`config.mk`:
```
export PLATFORM = sky130hd
export DESIGN_NAME = rau_queue
export DESIGN_NICKNAME = d
export VERILOG_FILES = /design/src/hw/rtl/rau_pkg.sv /design/src/hw/rtl/rau_queue.sv
export VERILOG_INCLUDE_DIRS = /design/src /design/src/hw/rtl
export SDC_FILE = /design/constraint.sdc
export NUM_CORES = 1
export LEC_CHECK = 0
export ABC_AREA = 1
export BUFFER_PORTS_ARGS = -buffer_cell sky130_fd_sc_hd__buf_2
export CORE_UTILIZATION = 25
export DETAILED_ROUTE_END_ITERATION = 8
export GPL_TIMING_DRIVEN = 1
export PLACE_DENSITY = 0.45
export SLEW_MARGIN = 15
export SYNTH_ARGS = -nofsm -noshare
export SYNTH_HDL_FRONTEND = slang
export SYNTH_SLANG_ARGS = --single-unit
```
`constraint.sdc`:
```
create_clock -name clk -period 19.3 [get_ports clk]
set_input_delay 0.965 -clock clk [delete_from_list [all_inputs] [get_ports clk]]
set_output_delay 0.965 -clock clk [all_outputs]
set_load 0.02 [all_outputs]
```
`src/hw/rtl/rational_arithmetic_unit_defines.svh`:
```
// assertion macros for the rational arithmetic unit
`ifndef RATIONAL_ARITHMETIC_UNIT_DEFINES_SVH
`define RATIONAL_ARITHMETIC_UNIT_DEFINES_SVH
`ifndef SYNTHESIS
`define RAU_ASSERT(label, clk_s, rst_s, prop) \
  label: assert property (@(posedge clk_s) disable iff (!(rst_s)) (prop)) \
    else $error("assertion failed");
`define RAU_ASSERT_NEXT(label, clk_s, rst_s, pre, post) \
  label: assert property (@(posedge clk_s) disable iff (!(rst_s)) (pre) |=> (post)) \
    else $error("assertion failed");
`else
`define RAU_ASSERT(label, clk_s, rst_s, prop)
`define RAU_ASSERT_NEXT(label, clk_s, rst_s, pre, post)
`endif
`endif

```
`src/hw/rtl/rau_pkg.sv`:
```
// shared types and constants for the rational arithmetic unit
`default_nettype none
package rau_pkg;
  localparam int IN_WIDTH_DEF = 32;

  typedef enum logic [2:0] {
    OP_ADD = 3'd0, OP_SUB = 3'd1, OP_MUL = 3'd2, OP_DIV = 3'd3, OP_CMP = 3'd4
  } op_t;

  localparam logic [1:0] ST_OK = 2'd0;
  localparam logic [1:0] ST_ZDEN = 2'd1;
  localparam logic [1:0] ST_OVF = 2'd2;

  localparam logic [1:0] CMP_EQ = 2'd0;
  localparam logic [1:0] CMP_GT = 2'd1;
  localparam logic [1:0] CMP_LT = 2'd2;

  // classified job handed from front to back
  typedef struct packed {
    logic        skip;     // result fixed, no reduction needed
    logic [1:0]  status;
    logic [1:0]  cmp;
    logic        neg;
    logic [63:0] nmag;
    logic [63:0] dmag;
  } job_t;

  typedef enum logic [2:0] {
    BK_IDLE, BK_GCD, BK_DIVN, BK_DIVD, BK_OUT
  } bk_state_t;
endpackage
`default_nettype wire

```
`src/hw/rtl/rau_queue.sv`:
```
// short fifo between front and back
`default_nettype none
module rau_queue
  import rau_pkg::*;
(
  input  wire logic clk,
  input  wire logic rst_n,
  input  wire logic wr_valid,
  output logic      wr_ready,
  input  job_t      wr_data,
  output logic      rd_valid,
  input  wire logic rd_ready,
  output job_t      rd_data
);
  job_t       mem_r [2];
  logic       wp_r, rp_r;
  logic [1:0] cnt_r;
  logic       wr, rd;
  assign wr_ready = cnt_r != 2'd2;
  assign rd_valid = cnt_r != 2'd0;
  assign wr = wr_valid && wr_ready;
  assign rd = rd_valid && rd_ready;
  assign rd_data = mem_r[rp_r];
  always_ff @(posedge clk) begin
    if (!rst_n) begin
      wp_r <= 1'b0;
      rp_r <= 1'b0;
      cnt_r <= 2'd0;
    end else begin
      if (wr) wp_r <= !wp_r;
      if (rd) rp_r <= !rp_r;
      cnt_r <= cnt_r + 2'(wr) - 2'(rd);
    end
  end
  always_ff @(posedge clk) begin
    if (wr) mem_r[wp_r] <= wr_data;
  end

  `include "rational_arithmetic_unit_defines.svh"
  `RAU_ASSERT(a_cnt_max, clk, rst_n, cnt_r <= 2'd2)
  `RAU_ASSERT_NEXT(a_full_hold, clk, rst_n, cnt_r == 2'd2 && !rd, cnt_r == 2'd2)
  `RAU_ASSERT_NEXT(a_empty_hold, clk, rst_n, cnt_r == 2'd0 && !wr, cnt_r == 2'd0)
endmodule
`default_nettype wire

```
==> run_results.csv <==
group,metric,value,unit
run_status,status,"complete, no violations",
clock_tree,cts_setup_buffers,0,
yosys,syn_inst,453,
global_route,grt_pass1_wl,31.0,mm
route,drt_iter0_markers,214,
sta,final.setup.tns,0,ns
pwr,power_density,136,mW/mm2
yosys,yosys.area.top_type,"edfxtp_1",
sta,setup_viol,0,
global_route,antenna_found_initial,3,
cells_and_area,num-nets-final,888,
critical_path,r2r_cells,5,
yosys,synth.area.top_cells,"edfxtp_1 79%, mux2_4 8.9%, mux2_2 8.2%, dfxtp_1 0.99%, buf_6 0.89%",
place,dp_hpwl,13.9,mm
sta,finalCriticalPeriod,3.91,ns
sta,tightest_slew,0.943,ns
yosys,synth.distinct_cells,13,
min_path,min_path_type,"flop to flop",
critical_path,path_class,"flop to output pin",
route,drcViolationCount,0,
sta,clock_skew,0.00957,ns
yosys,synth_warnings,0,
critical_path,required,18.33,ns
critical_path,slowest_delay,0.91,ns
clock_tree,cts_resized,0,
yosys,ys_ff_latch,273,
route,ant_nets,0,
critical_path,arrival,2.94,ns
yosys,netlist_area,0.0101,mm2
sta,maxSlewHeadroom,37.1,%
global_route,grt_use_total,9.89,%
yosys,yosysMostFrequentCell,"edfxtp_1",
clock_tree,cts_hold_buf,0,
clock_tree,cts_buffers,30,
die,die_h,203,um
pwr,ir_drop,0.0863,mV
place,portBuffers,273,
run,cap_violations,0,
die,ios,274,
pwr,p_leak,4.90,nW
yosys,synth-edff-count,268,
sta,fin_crit_sh,20.2,%
yosys,yosysTopAreaCellShare,79.4,%
cells_and_area,area_growth,28.5,%
route,wl_per_cell,16.3,um
sta,fmax,256,MHz
global_route,grt_pass1_vias,5260,
min_path,whs_path_depth,2,
yosys,postSynthNetCount,592,
global_route,grt_max_degree,65,
critical_path,crit_slowest_cell,"dfxtp_4",
critical_path,cp_cell_sequence,"buf_4 > mux2_2 > buf_2",
sta,hold_violations,0,
clock_tree,clock_path_buffers,3,
die,die_area,0.0414,mm2
critical_path,crit_path_start_kind,"flop",
clock_tree,cts_sinks,273,
clock_tree,clk_latency,0.55,ns
sta,rsz0062_at_grt,"no",
clock_tree,cts_tree,"built",
route,dr.pass1.iters,4,
die,die_w,203,um
critical_path,end_kind,"output pin",
die,start_util,25.5,%
route,viasPerCell,3.91,
sta,drv_slew,0,
yosys,ys.flop_type,"edfxtp_1",
yosys,ys_seq_area_share,80.4,%
yosys,synth_area_per_cell,22.4,um2
pwr,p_total,1.78,mW
cells_and_area,final.fill_count,3952,
die,num_rows,73,
cells_and_area,drive_gt1_share,59.3,%
global_route,overflow,0,
critical_path,cp_max_fo,59,
clock_tree,root_buffer,"clkbuf_16",
clock_tree,cts.htree.levels,1,
place,globalplace.congestion,0.684,
die,core_area,0.0398,mm2
clock_tree,clkTransAtPathRegs,0.06,ns
route,vias,5077,
yosys,yosys-top-cells-count,"268 x edfxtp_1, 74 x mux2_2, 60 x mux2_4",
yosys,asyncSetResetFlopFracSynth,0,%
route,routed_wl,21.2,mm
-- worst max-delay path: cells and delay by family, from the launching register on --
family	cells	cell delay, ns
flip-flops	1	0.91
buffers and inverters	2	0.96
multiplexers	1	0.42
-- through the flow --
stage | worst slack (ns) | instances | hold WS, ns | cell area (um2) | util (%)
after global placement | 15.87 | 1242 | 0.480 | 12100 | 30.4
after global routing | 15.18 | 1297 | 0.539 | 13000 | 32.7
after floorplan | 11.96 | 453 | 0.467 | 10100 | -
after CTS | 15.24 | 1296 | 0.507 | 13000 | 32.7
after detailed placement | 15.85 | 1242 | 0.493 | 12100 | 30.4
final | 15.39 | 1297 | 0.506 | 13000 | 32.7
-- per-layer routing --
metal	share of wire (%)	up-vias	GRT usage (%)
met3	8.9	33	4.11
met5	0.10	-	0
met4	2.4	4	3.22
li1	-	2370	-
met1	42	2499	12.0
met2	47	171	15.9
-- where the power goes --
group | total, mW | internal (mW) | switching (mW)
combinational | 0.452 | 0.186 | 0.265
clock | 0.537 | 0.317 | 0.220
sequential | 0.788 | 0.753 | 0.0349
-- cells in the final DEF, fill, tap and decap left out --
master	n
nor2_1	7
clkinv_1	6
a21oi_1	1
inv_1	7
edfxtp_1	268
buf_4	6
clkbuf_1	7
clkinv_2	8
mux2_2	74
mux2_4	60
dfxtp_1	4
nand3_1	1
ha_1	1
diode_2	1
buf_2	273
clkbuf_16	31
nand2_1	11
bufinv_16	2
xnor2_1	1
dfxtp_4	1
nor2_4	2
-- sequential cells by signal (all words and copies together), names as in the netlist, named ones only --
register	flops
wp_r	1
cnt_r	2
mem_r	268
rp_r	1
-- final timing paths --
path	end	slack (ns)	from
setup / recovery	rd_data[42]	15.39	flop
hold / removal	rp_r	0.51	rp_r
setup reg to reg	mem_r[0][120]	16.82	cnt_r[0]
hold reg to reg	rp_r	0.51	rp_r
-- cell type report --
type	count	area [um2]	share of cell area (%)
Clock buffer	38	802	6.16
Inverter	7	26.3	0.202
Timing Repair Buffer	279	1410	10.8
Sequential cell	273	8150	62.6
Clock inverter	16	123	0.941
Tap cell	525	657	5.04
Multi-Input combinational cell	158	1860	14.2
Antenna cell	1	2.50	0.0192
-- cells by family (layout without fill, tap and decap cells) --
group           Yosys count  count (layout)  synth area share [%]
flops                   273             273                  80.4
fa+ha+maj                 1               1                 0.123
xor+xnor                  1               1                0.0864
buf+inv                  22             340                  1.49
simple gates             21              21                 0.790
compound gates            1               1                0.0493
mux                     134             134                  17.1
other cells               0               1                     0
No activity file was read; power rests on OpenSTA's default activity.
