[config.mk]
export PLATFORM = sky130hd
export DESIGN_NAME = rau_back
export DESIGN_NICKNAME = d
export VERILOG_FILES = /design/src/hw/rtl/rau_pkg.sv /design/src/hw/rtl/rau_back.sv
export VERILOG_INCLUDE_DIRS = /design/src /design/src/hw/rtl
export SDC_FILE = /design/constraint.sdc
export NUM_CORES = 1
export LEC_CHECK = 0
export ABC_CLOCK_PERIOD_IN_PS = 11800
export BUFFER_PORTS_ARGS = -buffer_cell sky130_fd_sc_hd__buf_4
export CAP_MARGIN = 40
export CORE_UTILIZATION = 60
export DETAILED_ROUTE_END_ITERATION = 8
export GPL_TIMING_DRIVEN = 0
export PLACE_DENSITY_LB_ADDON = 0.3
export SLEW_MARGIN = 30
export SYNTH_ARGS = -nofsm -noshare
export SYNTH_HDL_FRONTEND = slang
export SYNTH_SLANG_ARGS = --single-unit
export TNS_END_PERCENT = 10
[constraint.sdc]
create_clock -name clk -period 11.8 [get_ports clk]
set_input_delay 0.59 -clock clk [delete_from_list [all_inputs] [get_ports clk]]
set_output_delay 0.59 -clock clk [all_outputs]
set_load 0.1 [all_outputs]
[src/hw/rtl/rational_arithmetic_unit_defines.svh]
// assertion macros for the rational arithmetic unit
`ifndef RATIONAL_ARITHMETIC_UNIT_DEFINES_SVH
`define RATIONAL_ARITHMETIC_UNIT_DEFINES_SVH
`ifndef SYNTHESIS
`define RAU_ASSERT(label, clk_s, rst_s, prop) \
  label: assert property (@(posedge clk_s) disable iff (!(rst_s)) (prop)) \
    else $error("assertion failed");
`define RAU_ASSERT_NEXT(label, clk_s, rst_s, pre, post) \
  label: assert property (@(posedge clk_s) disable iff (!(rst_s)) (pre) |=> (post)) \
    else $error("assertion failed");
`else
`define RAU_ASSERT(label, clk_s, rst_s, prop)
`define RAU_ASSERT_NEXT(label, clk_s, rst_s, pre, post)
`endif
`endif

[src/hw/rtl/rau_pkg.sv]
// shared types and constants for the rational arithmetic unit
`default_nettype none
package rau_pkg;
  localparam int IN_WIDTH_DEF = 32;

  typedef enum logic [2:0] {
    OP_ADD = 3'd0, OP_SUB = 3'd1, OP_MUL = 3'd2, OP_DIV = 3'd3, OP_CMP = 3'd4
  } op_t;

  localparam logic [1:0] ST_OK = 2'd0;
  localparam logic [1:0] ST_ZDEN = 2'd1;
  localparam logic [1:0] ST_OVF = 2'd2;

  localparam logic [1:0] CMP_EQ = 2'd0;
  localparam logic [1:0] CMP_GT = 2'd1;
  localparam logic [1:0] CMP_LT = 2'd2;

  // classified job handed from front to back
  typedef struct packed {
    logic        skip;     // result fixed, no reduction needed
    logic [1:0]  status;
    logic [1:0]  cmp;
    logic        neg;
    logic [63:0] nmag;
    logic [63:0] dmag;
  } job_t;

  typedef enum logic [2:0] {
    BK_IDLE, BK_GCD, BK_DIVN, BK_DIVD, BK_OUT
  } bk_state_t;
endpackage
`default_nettype wire

[src/hw/rtl/rau_back.sv]
// back end: euclidean gcd, exact divisions and result register
`default_nettype none
module rau_back
  import rau_pkg::*;
(
  input  wire logic         clk,
  input  wire logic         rst_n,
  input  wire logic         job_valid,
  output logic              job_ready,
  input  job_t              job,
  output logic              out_tvalid,
  input  wire logic         out_tready,
  output logic [130:0]      out_tdata
);
  bk_state_t   st_r, st_nxt;
  job_t        j_r;
  logic [63:0] u_r, v_r, g_r;
  // restoring divider shared by modulo and quotient steps
  logic [63:0] dq_r, dr_r, dd_r;
  logic [6:0]  dc_r;
  logic        dbusy_r;
  logic [63:0] qn_r;
  logic [130:0] res_r, res_nxt;
  logic         ov_r;

  logic [64:0] trial;
  logic [63:0] rem_sh;
  assign rem_sh = {dr_r[62:0], dq_r[63]};
  assign trial = {1'b0, rem_sh} - {1'b0, dd_r};

  always_comb begin
    st_nxt = st_r;
    case (st_r)
      BK_IDLE: if (job_valid) st_nxt = job.skip ? BK_OUT : BK_GCD;
      BK_GCD:  if (!dbusy_r && v_r == 64'd0) st_nxt = BK_DIVN;
      BK_DIVN: if (dbusy_r && dc_r == 7'd0) st_nxt = BK_DIVD;
      BK_DIVD: if (dbusy_r && dc_r == 7'd0) st_nxt = BK_OUT;
      BK_OUT:  if (!ov_r || out_tready) st_nxt = ov_r ? BK_IDLE : BK_OUT;
      default: st_nxt = BK_IDLE;
    endcase
  end

  always_comb begin
    job_ready = (st_r == BK_IDLE);
  end

  // result word: num, den, cmp, status from the lowest bit up
  always_comb begin
    res_nxt = '0;
    res_nxt[130:129] = j_r.status;
    res_nxt[128:127] = j_r.cmp;
    if (!j_r.skip) begin
      if (!j_r.neg && qn_r[63]) begin
        res_nxt[130:129] = ST_OVF;
      end else begin
        res_nxt[63:0] = j_r.neg ? (~qn_r + 64'd1) : qn_r;
        res_nxt[126:64] = dq_r[62:0];
      end
    end
  end

  always_ff @(posedge clk) begin
    if (!rst_n) begin
      st_r <= BK_IDLE;
      ov_r <= 1'b0;
      dbusy_r <= 1'b0;
    end else begin
      st_r <= st_nxt;
      if (out_tvalid && out_tready) ov_r <= 1'b0;
      if (st_r == BK_OUT && !ov_r) ov_r <= 1'b1;
      if (st_r == BK_GCD) begin
        if (!dbusy_r && v_r != 64'd0) dbusy_r <= 1'b1;
        else if (dbusy_r && dc_r == 7'd0) dbusy_r <= 1'b0;
      end else if (st_r == BK_DIVN || st_r == BK_DIVD) begin
        if (!dbusy_r) dbusy_r <= 1'b1;
        else if (dc_r == 7'd0) dbusy_r <= 1'b0;
      end else begin
        dbusy_r <= 1'b0;
      end
    end
  end

  always_ff @(posedge clk) begin
    case (st_r)
      BK_IDLE: begin
        j_r <= job;
        u_r <= job.nmag;
        v_r <= job.dmag;
      end
      BK_GCD: begin
        if (!dbusy_r) begin
          if (v_r == 64'd0) g_r <= u_r;
          dq_r <= u_r; dr_r <= '0; dd_r <= v_r; dc_r <= 7'd63;
        end else begin
          dq_r <= {dq_r[62:0], !trial[64]};
          dr_r <= trial[64] ? rem_sh : trial[63:0];
          dc_r <= dc_r - 7'd1;
          if (dc_r == 7'd0) begin
            u_r <= v_r;
            v_r <= trial[64] ? rem_sh : trial[63:0];
          end
        end
      end
      BK_DIVN, BK_DIVD: begin
        if (!dbusy_r) begin
          dq_r <= (st_r == BK_DIVN) ? j_r.nmag : j_r.dmag;
          dr_r <= '0; dd_r <= g_r; dc_r <= 7'd63;
        end else begin
          dq_r <= {dq_r[62:0], !trial[64]};
          dr_r <= trial[64] ? rem_sh : trial[63:0];
          dc_r <= dc_r - 7'd1;
          if (dc_r == 7'd0 && st_r == BK_DIVN) qn_r <= {dq_r[62:0], !trial[64]};
        end
      end
      BK_OUT: begin
        if (!ov_r) res_r <= res_nxt;
      end
      default: ;
    endcase
  end

  assign out_tvalid = ov_r;
  assign out_tdata = res_r;

  `include "rational_arithmetic_unit_defines.svh"
  `RAU_ASSERT(a_ready_idle, clk, rst_n, !job_ready || !ov_r || st_r == BK_IDLE)
  `RAU_ASSERT_NEXT(a_out_hold, clk, rst_n, out_tvalid && !out_tready, out_tvalid)
  `RAU_ASSERT(a_gcd_nz, clk, rst_n, !(st_r == BK_DIVN) || g_r != 64'd0)
endmodule
`default_nettype wire

==> impl_results.md <==
* Outcome: finished, final reports clean
* # H-tree levels at 3
* GP Congestion at 0.954
* Routed wl met2 at between 40000 and 50000 um
* Worst-path fanout max at 10
* RSZ-0062 raised after global routing: no
* HPWL Detailed at 69700 um
* Die area at ~0.057 mm^2
* CP arrival at about 5.0 ns
* Worst EP required at between 10 and 15 ns
* Final WL at slightly above 90000 um
* DRT Pass-1 Iters at 6
* Fin. Hold Viols at 0
* CP cell instances: inv_1 -> ha_1 -> fa_1 -> and2b_1 -> o31a_1 -> a31oi_2 -> o31ai_1 -> a21oi_2 -> o21ai_1 -> a21boi_2 -> inv_2 -> clkbuf_1 -> nand2_1 -> o21ai_0
* GRT overflow at 0
* CP max stage delay at about 0.71 ns
* Post-route DRC at 0
* Fin. max-slew vios at 0
* Horiz. Die Dim at about 240 um
* Post-Synthesis Cell Area at 0.0334 mm^2
* Largest delay share family, worst path: compound AO/OA/AOI/OAI gates
* Min Hold Slack at around 0.13 ns
* Fill count at about 3700
* Avg Cell Area, Syn at 12.1 um^2
* Final std cells w/o fill at around 4000
* Fin util at 0.723
* Pleak at about 15 nW
* Drt initial violations at 2278
* Largest net degree at the start of global routing at 29
* HP Class: in -> reg
* Peak supply drop at ~0.16 mV
* Netlist cell types at 77
* Share of layout cells above drive strength 1 at 0.171
* Antenna violations before repair at 9
* Tmin final at roughly 4.6 ns
* Synth top cells by count: edfxtp_1 (719), nand2_1 (441), nor2_1 (251)
* Clock root buffer: clkbuf_16
* CP max-delay cell: clkbuf_1
* CP Launch Type: flop
* Seq cells post-synth at a little over 700
* Max Fclk at 217 MHz
* Wire length on met3 at just over 8000 um
* Dominant cells by area after synthesis: edfxtp_1 (65%), nand2_1 (5.0%), o21ai_0 (3.2%), nor2_1 (2.8%), mux2i_1 (2.7%)
* Setup crit start: dq_r[63]$_DFFE_PP_
* Reg area at around 0.022 mm^2
* Placed cells at around 3800
* Hold buffer count at CTS at 0
* Wire per inst at 23.1 um
* Vias in the first global route at around 23000
* Critical Path Stages at 14
* Multi-input gate area at about 0.011 mm^2
* Fin crit share at 0.390
* Asr flop ratio synth at 0
* DP Area at between 0.03 and 0.04 mm^2
* DR vias at between 20000 and 25000
* Global-route wire length before repair at between 100000 and 150000 um
* Final setup vio count at 0
* I/O pins at roughly 270
* Chip Height at 238 um
* Top layer in use: met5
* DRT antenna net count at 0
* Std cell rows at between 80 and 90
* Post-Route M1 WL at roughly 38000 um
* Critical path class: reg -> reg
* P&R area growth vs syn at 19.2%
* CTS Buf Count at 74
* Post-synth top flop: edfxtp_1
* Clock buffer depth at 3
* CTS tree: built
* Syn Nets at 2974
* Post-synthesis sequential area ratio at 0.650
* Via/cell ratio at a little under 6
* Post-synth EDFFs at slightly above 700
* Design Area, Final at ~0.040 mm^2
* Worst r2r dst: dq_r[0]$_DFFE_PP_
* Core Region at approximately 0.055 mm^2
* WP buf/inv at 3
* GRT Total Usage at 0.326
* I/O Buffers at between 200 and 300
* Yosys top cell by area: edfxtp_1
* Syn Inst Count at between 2000 and 3000
* Flop2flop setup slack at 7.20 ns
* Worst Skew at 0.0214 ns
* Setup Buffers After CTS at 0
* Warnings from Yosys at 0
* Worst-Skew Late Latency at around 0.64 ns
* Maxcap violations at 0
* CTS resizes at 0
* Worst Setup End Kind: flop
* Top cell type's share of synthesized area at 0.647
* Most common cell in the netlist: edfxtp_1
* Clock transition at path regs at ~0.070 ns
* Sink Count at a little over 700
* Worst-Margin Slew at around 0.92 ns
* FF-to-FF Start: dq_r[63]$_DFFE_PP_
* Crit path to: dq_r[0]$_DFFE_PP_
* Reg2Reg Depth at 14
* Pwr dens at ~160 mW/mm^2
* Starting density of the core at 0.607
* Final net count at ~3400
* Slew headroom at 0.386
## kinds of logic after synthesis
kind of cell,count (synthesis),synth area share
compound gates,524,0.0905
mux,154,0.0486
xor+xnor,123,0.0323
simple gates,951,0.127
flops,724,0.650
buf+inv,224,0.0256
fa+ha+maj,68,0.0257
## registers in the layout, summed over array words and instances, names as in the netlist, 7 cells and up
register,cells
dq_r,64
u_r,64
g_r,64
dc_r,7
dr_r,63
v_r,64
dd_r,64
qn_r,64
j_r,134
out_tdata,131
## metal layers
layer	GRT usage	vias up
met5	0	-
met1	0.446	11525
met4	0.116	4
li1	-	10787
met3	0.0696	196
met2	0.518	1065
## metrics by stage
stage	setup WS [ns]	power [mW]	setup TNS, ns
detailed placement	7.29	4.10	0
floorplan	0.913	3.78	0
global route	6.98	6.64	0
CTS	7.25	6.47	0
finish	7.20	6.47	0
global placement	-4.45	4.08	-567.73
## layout by cell type (no fill, tap or decap), types with 7 or more instances in the layout
master | synthesis | final
mux2i_1 | 90 | 90
o41ai_1 | 7 | 7
a21o_1 | 22 | 22
buf_2 | 10 | 10
nand2b_1 | 11 | 11
buf_4 | 0 | 285
o21ai_1 | 18 | 18
inv_1 | 89 | 89
clkinv_1 | 0 | 7
clkinv_2 | 0 | 13
nand4_1 | 16 | 16
o211ai_1 | 7 | 7
a21oi_1 | 177 | 176
o21bai_1 | 11 | 11
and3_1 | 14 | 14
a21boi_0 | 8 | 7
o21ai_0 | 212 | 212
ha_1 | 67 | 67
o31ai_1 | 9 | 9
nor2b_1 | 12 | 12
nor2_1 | 251 | 247
xor2_1 | 61 | 61
xnor2_1 | 62 | 62
a31oi_1 | 9 | 9
nor3_1 | 27 | 24
nand3_1 | 37 | 37
buf_16 | 0 | 19
clkbuf_16 | 0 | 75
edfxtp_1 | 719 | 719
buf_6 | 0 | 9
mux2_2 | 64 | 64
or3_1 | 13 | 13
and2_1 | 73 | 73
bufinv_16 | 0 | 9
nand2_1 | 441 | 441
nor4_1 | 26 | 26
clkbuf_1 | 119 | 128
## where the power goes
part	switching (mW)	internal, mW
combinational	0.627	0.281
sequential	0.0912	3.07
clock	1.02	1.38
total	1.74	4.73
## worst register-to-register path, stage by stage (launching register included)
cell	delay [ns]
edfxtp_1	0.42
inv_1	0.06
ha_1	0.23
fa_1	0.38
and2b_1	0.24
o31a_1	0.21
a31oi_2	0.19
o31ai_1	0.38
a21oi_2	0.21
o21ai_1	0.48
a21boi_2	0.18
inv_2	0.16
clkbuf_1	0.71
nand2_1	0.32
o21ai_0	0.22
## worst min-delay path by stage
stage,startpoint,to,cells past startpoint,slack [ns]
floorplan,j_r[129]$_DFFE_PP_,out_tdata[127]$_DFFE_PP_,0,0.40
global route,job[115],j_r[115]$_DFFE_PP_,1,0.12
finish,job[126],j_r[126]$_DFFE_PP_,1,0.13
detailed placement,j_r[130]$_DFFE_PP_,out_tdata[128]$_DFFE_PP_,0,0.41
global placement,j_r[129]$_DFFE_PP_,out_tdata[127]$_DFFE_PP_,0,0.40
CTS,job[74],j_r[74]$_DFFE_PP_,1,0.11
## area by class of cell
class                           count  share of cell area
Inverter                           90             0.00850
Sequential cell                   724               0.546
Clock buffer                       89              0.0485
Antenna cell                        4            0.000252
Timing Repair Buffer              322              0.0726
Clock inverter                     44              0.0142
Multi-Input combinational cell   1820               0.274
Buffer                            134              0.0131
Tap cell                          748              0.0235
No activity file was read; power rests on OpenSTA's default activity.
